**config.mk**
```make
export PLATFORM = sky130hd
export DESIGN_NAME = lsqf_div
export DESIGN_NICKNAME = d
export VERILOG_FILES = /design/src/rtl/core/lsqf_div.sv
export SDC_FILE = /design/constraint.sdc
export NUM_CORES = 1
export LEC_CHECK = 0
export BUFFER_PORTS_ARGS = -buffer_cell sky130_fd_sc_hd__buf_2
export CAP_MARGIN = 10
export CORE_ASPECT_RATIO = 1.2
export CORE_MARGIN = 2
export CORE_UTILIZATION = 50
export CTS_BUF_LIST = sky130_fd_sc_hd__clkbuf_16
export DETAILED_ROUTE_END_ITERATION = 10
export PLACE_DENSITY = 0.83
export SYNTH_ARGS = -nofsm -noshare
export SYNTH_HDL_FRONTEND = slang
export SYNTH_SLANG_ARGS = --single-unit
```
**constraint.sdc**
```tcl
create_clock -name clk -period 5.8 [get_ports clk]
set_input_delay 0.58 -clock clk [delete_from_list [all_inputs] [get_ports clk]]
set_output_delay 0.58 -clock clk [all_outputs]
set_load 0.05 [all_outputs]
```
**src/rtl/core/lsqf_div.sv**
```systemverilog
// ----------------------------------------------------------------------------
// lsqf_div
// restoring unsigned divider, one quotient bit per cycle
// ----------------------------------------------------------------------------
module lsqf_div #(
  parameter int NW = 61,
  parameter int DW = 45
) (
  input  logic          clk,
  input  logic          rst,
  input  logic          start,
  input  logic [NW-1:0] num,
  input  logic [DW-1:0] den,
  output logic          done,
  output logic [NW-1:0] quo
);
  localparam int CNTW = $clog2(NW + 1);

  logic            busy;
  logic [CNTW-1:0] cnt;
  logic [DW-1:0]   rem;
  logic [NW-1:0]   q;
  logic [DW-1:0]   d;
  logic [DW:0]     trial;
  logic [DW:0]     diff;
  logic            ge;

  assign trial = {rem, q[NW-1]};
  assign diff  = trial - {1'b0, d};
  assign ge    = (trial >= {1'b0, d});
  assign quo   = q;

  always_ff @(posedge clk) begin
    if (rst) begin
      busy <= 1'b0;
      done <= 1'b0;
      cnt  <= '0;
    end else begin
      done <= 1'b0;
      if (start) begin
        busy <= 1'b1;
        cnt  <= '0;
      end else if (busy) begin
        cnt <= cnt + 1'b1;
        if (cnt == CNTW'(NW - 1)) begin
          busy <= 1'b0;
          done <= 1'b1;
        end
      end
    end
  end

  always_ff @(posedge clk) begin
    if (start) begin
      rem <= '0;
      q   <= num;
      d   <= den;
    end else if (busy) begin
      rem <= ge ? diff[DW-1:0] : trial[DW-1:0];
      q   <= {q[NW-2:0], ge};
    end
  end
endmodule

```
==> out/qor.csv, run 1 <==
metric,value,unit
Post-synth EDFFs,106,
CP Cell Sequence,inv_1 > ha_1 > inv_1 > fa_1 > a211o_1 > a211o_1 > a211oi_1 > o41a_1 > a21o_1 > a31o_1 > buf_4 > nand2_1 > a311oi_1,
Die H,152,µm
Final min period,4160,ps
Mapped Area,0.00911,mm²
via count,7605,
DRT Pass-1 Iters,6,
Sink Count,159,
Crit Path Max Fanout,44,
clock skew,11.7,ps
# diodes,0,
peak supply drop,0.000220,V
Yosys reg bits,159,
Reg2Reg Setup Slack,1640,ps
DP Wirelength,16.2,mm
clock-pin slew on the worst setup and hold paths,70,ps
CTS Buf Count,17,
Worst Path Buf+Inv,3,
most frequent cells in the layout,"buf_2, edfxtp_1, nand2_1, nor2_1, inv_1",
synthesized netlist cell count,923,
WP data required,6140,ps
Synth Flop Type,edfxtp_1,
max-cap violation count,0,
DIE WIDTH,127,µm
row cnt,54,
Routed Wire Length,22.5,mm
initial antenna violation count,0,
# IOs,171,
final period utilization,71.7,%
ys async rst share,0,%
Total Routing Usage GR,23.8,%
CTS root buffer,clkbuf_16,
synthesis warning total,0,
Congestion Overflow GR,0,
Clock H-tree levels,4,
synthesis-to-finish area growth,17.9,%
vias in the first global route,7721,
clock buffer depth,2,
critical path class,flop to flop,
P per Cell Area,321,mW/mm²
# nets final,1223,
Final Max Tran Viols,0,
RSZ-0062 raised after global routing,false,
wire per inst,17.3,µm
Worst setup SP type,flop,
CTS tree,yes,
"Distinct cells, synth",64,
sequential share of the synthesized area,46.6,%
"Avg Cell Area, Syn",9.88,µm²
Slew HR,30.7,%
final hold violations,0,
max frequency,0.240,GHz
Core Box Area,0.0180,mm²
Initial DRC Count,625,
Worst Setup End Kind,flop,
slowest library cell on the worst path,buf_4,
Hold WC Path Type,input port to flop,
Critical Path AT,4500,ps
largest net degree at the start of global routing,89,
Max stage delay on crit path,480,ps
Slew @ Worst Pin,1040,ps
Sum Neg Setup Slack,0,ps
cts hold-fix bufs,0,
GPL Wtd Cong,0.926,
leakage,4.50,nW
Tot Pwr,3.45,mW
Initial Utilization,50.5,%
die area,0.0193,mm²
drc violations,0,
setup bufs post-CTS,0,
worst skew pair latency,440,ps
"commonest non-fill, non-tap cell in the layout",buf_2,
first-pass GRT wire length,37.2,mm
PortBufs,170,
final antenna-violating net count,0,
final setup vio count,0,
cts repair resizes,0,
share of cells above drive strength 1,25.7,%
status,finished clean,
Mapped Nets,1080,
Final Hold Slack,315,ps
Crit path max-delay family,compound AO/OA/AOI/OAI gates,
post-DR vias/cell,5.84,
==> synthesized netlist by cell type, types with 6 or more instances <==
master    instances  area (µm²)
edfxtp_1        106        3180
nor3_1           17        85.1
ha_1             47         588
a21o_1           15         113
buf_2             6        30.0
nand2_1         104         390
o21bai_1          8        60.1
o21ai_1           8        40.0
nand4_1          18         113
o21ai_0          22         110
o21a_1            8        60.1
nor2_1           82         308
or3_1             7        43.8
xor2_1           13         114
a21oi_1          62         310
xnor2_1          20         175
clkbuf_1         42         158
nand3_1          14        70.1
a311oi_1         31         272
a31oi_1          11        68.8
inv_1            63         236
and3_1            9        56.3
mux2_2           62         698
dfxtp_1          53        1060
==> path summary, 6_finish.rpt <==
kind                 from     end  cells past startpoint
setup / recovery  quo[60]  rem[4]                     13
hold reg to reg    cnt[5]  cnt[5]                      2
hold / removal        rst    busy                      2
setup reg to reg  quo[60]  rem[4]                     13
==> logic make-up (layout without fill, tap and decap cells) <==
| family | after synthesis | after routing | synth area share, % |
|---|---|---|---|
| AO/OA/AOI/OAI | 219 | 219 | 16.4 |
| XOR/XNOR | 33 | 33 | 3.17 |
| adder cells (fa/ha/maj) | 48 | 48 | 6.67 |
| buffers and inverters | 114 | 270 | 4.78 |
| flip-flops | 159 | 159 | 46.6 |
| multiplexers | 67 | 67 | 8.21 |
| AND/OR/NAND/NOR | 283 | 283 | 14.2 |
==> area by class of cell <==
| class | instances | area, µm² |
|---|---|---|
| inverter | 63 | 236 |
| sequential | 159 | 4250 |
| fill | 1522 | 7290 |
| tap | 224 | 280 |
| clock buffer | 17 | 425 |
| multi-input combinational | 650 | 4450 |
| clock inverter | 15 | 218 |
| timing repair buffer | 175 | 895 |
==> worst register-to-register path: stages, from the launching register on <==
cell,delay [ps]
edfxtp_1,410
inv_1,80
ha_1,160
inv_1,50
fa_1,420
a211o_1,330
a211o_1,350
a211oi_1,410
o41a_1,280
a21o_1,230
a31o_1,410
buf_4,480
nand2_1,160
a311oi_1,290
==> per-stage QoR <==
stage          utilization [%]  setup WS [ps]  instances  cell area [µm²]
2_1_floorplan                -           2140        923             9110
3_3_place_gp              56.0           1820       1271            10100
3_5_place_dp              56.0           1670       1271            10100
6_report                  59.6           1640       1303            10700
5_1_grt                   59.6           1340       1303            10700
4_1_cts                   59.6           1630       1303            10700
==> where the power goes <==
| group | leakage, nW | switching, mW | internal, mW |
|---|---|---|---|
| clock network | 0.313 | 0.506 | 0.736 |
| logic | 2.70 | 0.544 | 0.286 |
| registers | 1.49 | 0.0599 | 1.32 |
==> registers in the layout, summed over array words and instances (netlist names) <==
register and flops:
done 1, d 45, busy 1, quo 61, cnt 6, rem 45
==> metal layers <==
layer  GRT usage (%)  wire, µm  vias up
met1            28.6      9240     3551
met5               0         0        -
met3            7.08      1860       45
met4            8.74       544        0
li1                -         -     3693
met2            40.5     10900      316
Power figures use the tool's default switching activity.
==> inputs of run 2 (changes only) <==
Clock period 5.8 ns to 3.9 ns, I/O delays scaled along.
==> out/qor.csv, run 2 (synthesis gave the netlist of run 1 again) <==
metric,value,unit,change
PortBufs,170,,unchanged
peak supply drop,0.000334,V,+52%
vias in the first global route,7478,,-3.1%
Crit Path Max Fanout,30,,-32%
worst skew pair latency,440,ps,about the same
final setup vio count,0,,unchanged
CTS tree,yes,,
Final Max Tran Viols,0,,unchanged
first-pass GRT wire length,36.1,mm,-2.8%
Total Routing Usage GR,23.3,%,-0.55 points
Critical Path AT,3960,ps,-540 ps
final period utilization,92.9,%,+21 points
CTS root buffer,clkbuf_16,,
DP Wirelength,16.7,mm,+3.1%
final instance area,0.0107,mm²,about the same
synthesis-to-finish area growth,17.9,%,about the same
setup bufs post-CTS,0,,unchanged
status,finished clean,,
Worst Setup End Kind,flop,,
cts repair resizes,0,,unchanged
Initial DRC Count,627,,+0.32%
Core Box Area,0.0180,mm²,unchanged
Clock H-tree levels,4,,unchanged
# IOs,171,,unchanged
share of cells above drive strength 1,26.1,%,+0.41 points
Congestion Overflow GR,0,,unchanged
max FFs per register,61,,unchanged
leakage,4.51,nW,+0.12%
Hold WC Path Type,input port to flop,,
Slew @ Worst Pin,859,ps,-181 ps
Sink Count,159,,unchanged
clock skew,11.7,ps,+0.0444 ps
DRT Pass-1 Iters,7,,+1
critical path class,flop to flop,,
largest net degree at the start of global routing,88,,-1.1%
Slew HR,42.8,%,+12 points
"commonest non-fill, non-tap cell in the layout",buf_2,,
via count,7676,,+0.93%
RSZ-0062 raised after global routing,false,,
Sum Neg Setup Slack,0,ps,unchanged
Tot Pwr,4.93,mW,+43%
Final min period,3620,ps,-538 ps
final antenna-violating net count,0,,unchanged
most frequent cells in the layout,"buf_2, edfxtp_1, nand2_1, nor2_1, inv_1",,
Util after Layout,59.6,%,about the same
wire per inst,17.3,µm,about the same
placed cell count,1277,,+0.47%
Routed Wire Length,22.6,mm,+0.37%
WP data required,4240,ps,-1900 ps
CP startpoint,quo[60],,
clock buffer depth,2,,unchanged
placed instance area,0.0102,mm²,+0.61%
# nets final,1229,,+0.49%
final hold violations,0,,unchanged
R2R Path Start,quo[60],,
max-cap violation count,0,,unchanged
# diodes,0,,unchanged
DIE WIDTH,127,µm,unchanged
CTS Buf Count,17,,unchanged
post-DR vias/cell,5.86,,+0.47%
Fill cells,1491,,-2.0%
Die H,152,µm,unchanged
die area,0.0193,mm²,unchanged
GPL Wtd Cong,0.959,,+3.7%
fin cells,1309,,+0.46%
cts hold-fix bufs,0,,unchanged
max frequency,0.276,GHz,+15%
P per Cell Area,459,mW/mm²,+43%
hold_sp,rst,,
Worst setup SP type,flop,,
initial antenna violation count,1,,+1
Initial Utilization,50.5,%,unchanged
clock-pin slew on the worst setup and hold paths,70,ps,about the same
drc violations,0,,unchanged
row cnt,54,,unchanged
[run 2: stage by stage]
step	setup slack, ps	hold WS (ps)
2_1_floorplan	239	454
3_3_place_gp	422	466
3_5_place_dp	315	475
4_1_cts	307	97.8
5_1_grt	41.0	104
6_report	278	112
[run 2: power by group]
| part | total, mW | switching [mW] | internal, mW |
|---|---|---|---|
| Clock | 1.62 | 0.774 | 0.849 |
| Sequential | 2.06 | 0.0888 | 1.97 |
| Combinational | 1.25 | 0.814 | 0.435 |
[run 2: critical path: stages, from the launching register on]
cell and delay (ps):
edfxtp_1 400, inv_1 80, ha_1 160, inv_1 50, fa_1 410, a211o_1 330
a211o_1 360, a211oi_1 420, o41a_1 270, a21o_1 200, a31o_1 280, buf_12 220
nand2_1 80, a311oi_1 270
[run 2: metal layers]
layer	track usage (%)	routed length, µm	up-vias
met2	39.2	10900	335
met1	27.7	9070	3577
met4	9.21	698	2
met5	0	11	-
li1	-	-	3702
met3	7.36	1900	60
[run 2: area by class of cell]
type	count	area, µm²	area share [%]
Sequential cell	159	4250	39.5
Clock buffer	17	425	3.96
Tap cell	224	280	2.61
Multi-Input combinational cell	650	4440	41.3
Clock inverter	15	153	1.42
Timing Repair Buffer	181	965	8.98
Inverter	63	236	2.20
[run 2: path summary, 6_finish.rpt]
kind	to	slack (ps)	depth (start not counted)
max	rem[38]	280	13
min	busy	110	2
max reg2reg	rem[38]	280	13
min reg2reg	cnt[5]	490	2
==> inputs of run 3 (changes only) <==
Clock period 3.9 ns to 4.7 ns, I/O delays scaled along.
==> out/qor.csv, run 3 (synthesis gave the netlist of run 1 again) <==
metric,value,unit,change
synthesis-to-finish area growth,17.9,%,about the same
cts repair resizes,0,,unchanged
Slew @ Worst Pin,992,ps,+133 ps
critical path class,flop to flop,,
final hold violations,0,,unchanged
hold path depth,2,,unchanged
first-pass GRT wire length,36.6,mm,+1.3%
Worst Reg2Reg Path Length in Cells,11,,-2
# nets final,1224,,-0.41%
Final Max Tran Viols,0,,unchanged
setup bufs post-CTS,0,,unchanged
DIE WIDTH,127,µm,unchanged
Worst Setup End Kind,flop,,
RSZ-0062 raised after global routing,false,,
leakage,4.51,nW,about the same
Final min period,3950,ps,+326 ps
Congestion Overflow GR,0,,unchanged
worst skew pair latency,430,ps,about the same
Max stage delay on crit path,780,ps,+360 ps
max-cap violation count,0,,unchanged
Die H,152,µm,unchanged
Sum Neg Setup Slack,0,ps,unchanged
clock-pin slew on the worst setup and hold paths,70,ps,about the same
post-DR vias/cell,5.85,,-0.23%
final antenna-violating net count,0,,unchanged
max FFs per register,61,,unchanged
# IOs,171,,unchanged
crit-path most repeated cell,or4_1,,
max frequency,0.253,GHz,-8.3%
Slew HR,33.7,%,-9.1 points
P per Cell Area,397,mW/mm²,-14%
final period utilization,84.0,%,-8.9 points
CTS tree,yes,,
largest net degree at the start of global routing,88,,unchanged
worst reg2reg path endpoint,rem[34],,
vias in the first global route,7716,,+3.2%
slowest library cell on the worst path,a31oi_2,,
Sink Count,159,,unchanged
Clock H-tree levels,4,,unchanged
CTS Buf Count,17,,unchanged
placed cell count,1272,,-0.39%
"commonest non-fill, non-tap cell in the layout",buf_2,,
# diodes,0,,unchanged
CP Cell Sequence,inv_1 > ha_1 > nand2_1 > or4_1 > or4_1 > o31ai_2 > nor2_1 > a31oi_2 > buf_4 > nand3b_1 > a311oi_1,,
fin cells,1304,,-0.38%
Fill cells,1561,,+4.7%
Crit Path Max Fanout,19,,-37%
wire per inst,17.4,µm,+0.73%
cts hold-fix bufs,0,,unchanged
hold_sp,rst,,
Critical Path AT,4270,ps,+310 ps
GPL Wtd Cong,0.948,,-1.2%
status,finished clean,,
DRT Pass-1 Iters,6,,-1
clock buffer depth,2,,unchanged
WP data required,5020,ps,+780 ps
Hold WC Path Type,input port to flop,,
R2R Path Start,d[12],,
PortBufs,170,,unchanged
die area,0.0193,mm²,unchanged
CP startpoint,d[12],,
final setup vio count,0,,unchanged
Total Routing Usage GR,23.4,%,+0.16 points
Hold EP,busy,,
Routed Wire Length,22.7,mm,+0.35%
Core Box Area,0.0180,mm²,unchanged
most frequent cells in the layout,"buf_2, edfxtp_1, nand2_1, nor2_1, inv_1",,
Tot Pwr,4.26,mW,-13%
drc violations,0,,unchanged
Initial DRC Count,686,,+9.4%
initial antenna violation count,0,,-1
via count,7629,,-0.61%
share of cells above drive strength 1,25.7,%,-0.34 points
Worst setup SP type,flop,,
clock skew,7.16,ps,-4.55 ps
Reg2Reg Setup Slack,750,ps,+470 ps
Initial Utilization,50.5,%,unchanged
peak supply drop,0.000280,V,-16%
DP Wirelength,16.5,mm,-1.0%
row cnt,54,,unchanged
CTS root buffer,clkbuf_16,,
[run 3: changes by cell type in the layout (fill, tap and decap cells not counted), sizes merged]
cell,previous run,this run
buf,181,176
inv,71,70
clkinvlp,3,1
bufinv,0,4
clkinv,4,3
[run 3: where the power goes]
group | leakage [nW] | switching [mW] | internal, mW
clock network | 0.314 | 0.621 | 0.909
registers | 1.49 | 0.0718 | 1.63
logic | 2.71 | 0.675 | 0.353
total | 4.51 | 1.37 | 2.89
[run 3: how the worst max path moves through the flow]
stage / endpoint / slack, ps / depth (start not counted)
3_5_place_dp: rem[34] / 800 / 11
6_report: rem[34] / 750 / 11
5_1_grt: rem[21] / 530 / 11
2_1_floorplan: rem[35] / 1040 / 14
4_1_cts: rem[34] / 780 / 11
3_3_place_gp: rem[31] / 950 / 11
[run 3: critical path, delay by kind of cell (launching register included)]
family	cells	cell delay [ps]
flip-flops	1	330
AO/OA/AOI/OAI	3	1350
buffers and inverters	2	420
adder cells (fa/ha/maj)	1	430
AND/OR/NAND/NOR	5	1330
[run 3: metrics by stage]
| step | hold slack (ps) | area [µm²] | setup slack, ps | utilization (%) |
|---|---|---|---|---|
| floorplan | 454 | 9110 | 1040 | - |
| global placement | 466 | 10100 | 950 | 56.0 |
| detailed placement | 476 | 10100 | 802 | 56.0 |
| CTS | 188 | 10700 | 780 | 59.6 |
| global route | 196 | 10700 | 532 | 59.6 |
| finish | 199 | 10700 | 752 | 59.6 |
[run 3: layout make-up]
class                   count  area (µm²)  share of cell area (%)
clock buffers              17         425                    3.96
clock inverters            15         220                    2.05
inverters                  63         236                    2.20
multi-input cells         650        4440                    41.3
flip-flops and latches    159        4250                    39.5
well taps                 224         280                    2.61
repair buffers            176         902                    8.39
[run 3: routing by layer]
| metal | global-route usage (%) | share of wire [%] |
|---|---|---|
| met1 | 28.2 | 41 |
| met2 | 40.1 | 49 |
| met3 | 6.13 | 8.1 |
| met4 | 9.00 | 2.6 |
| met5 | 0 | 0 |
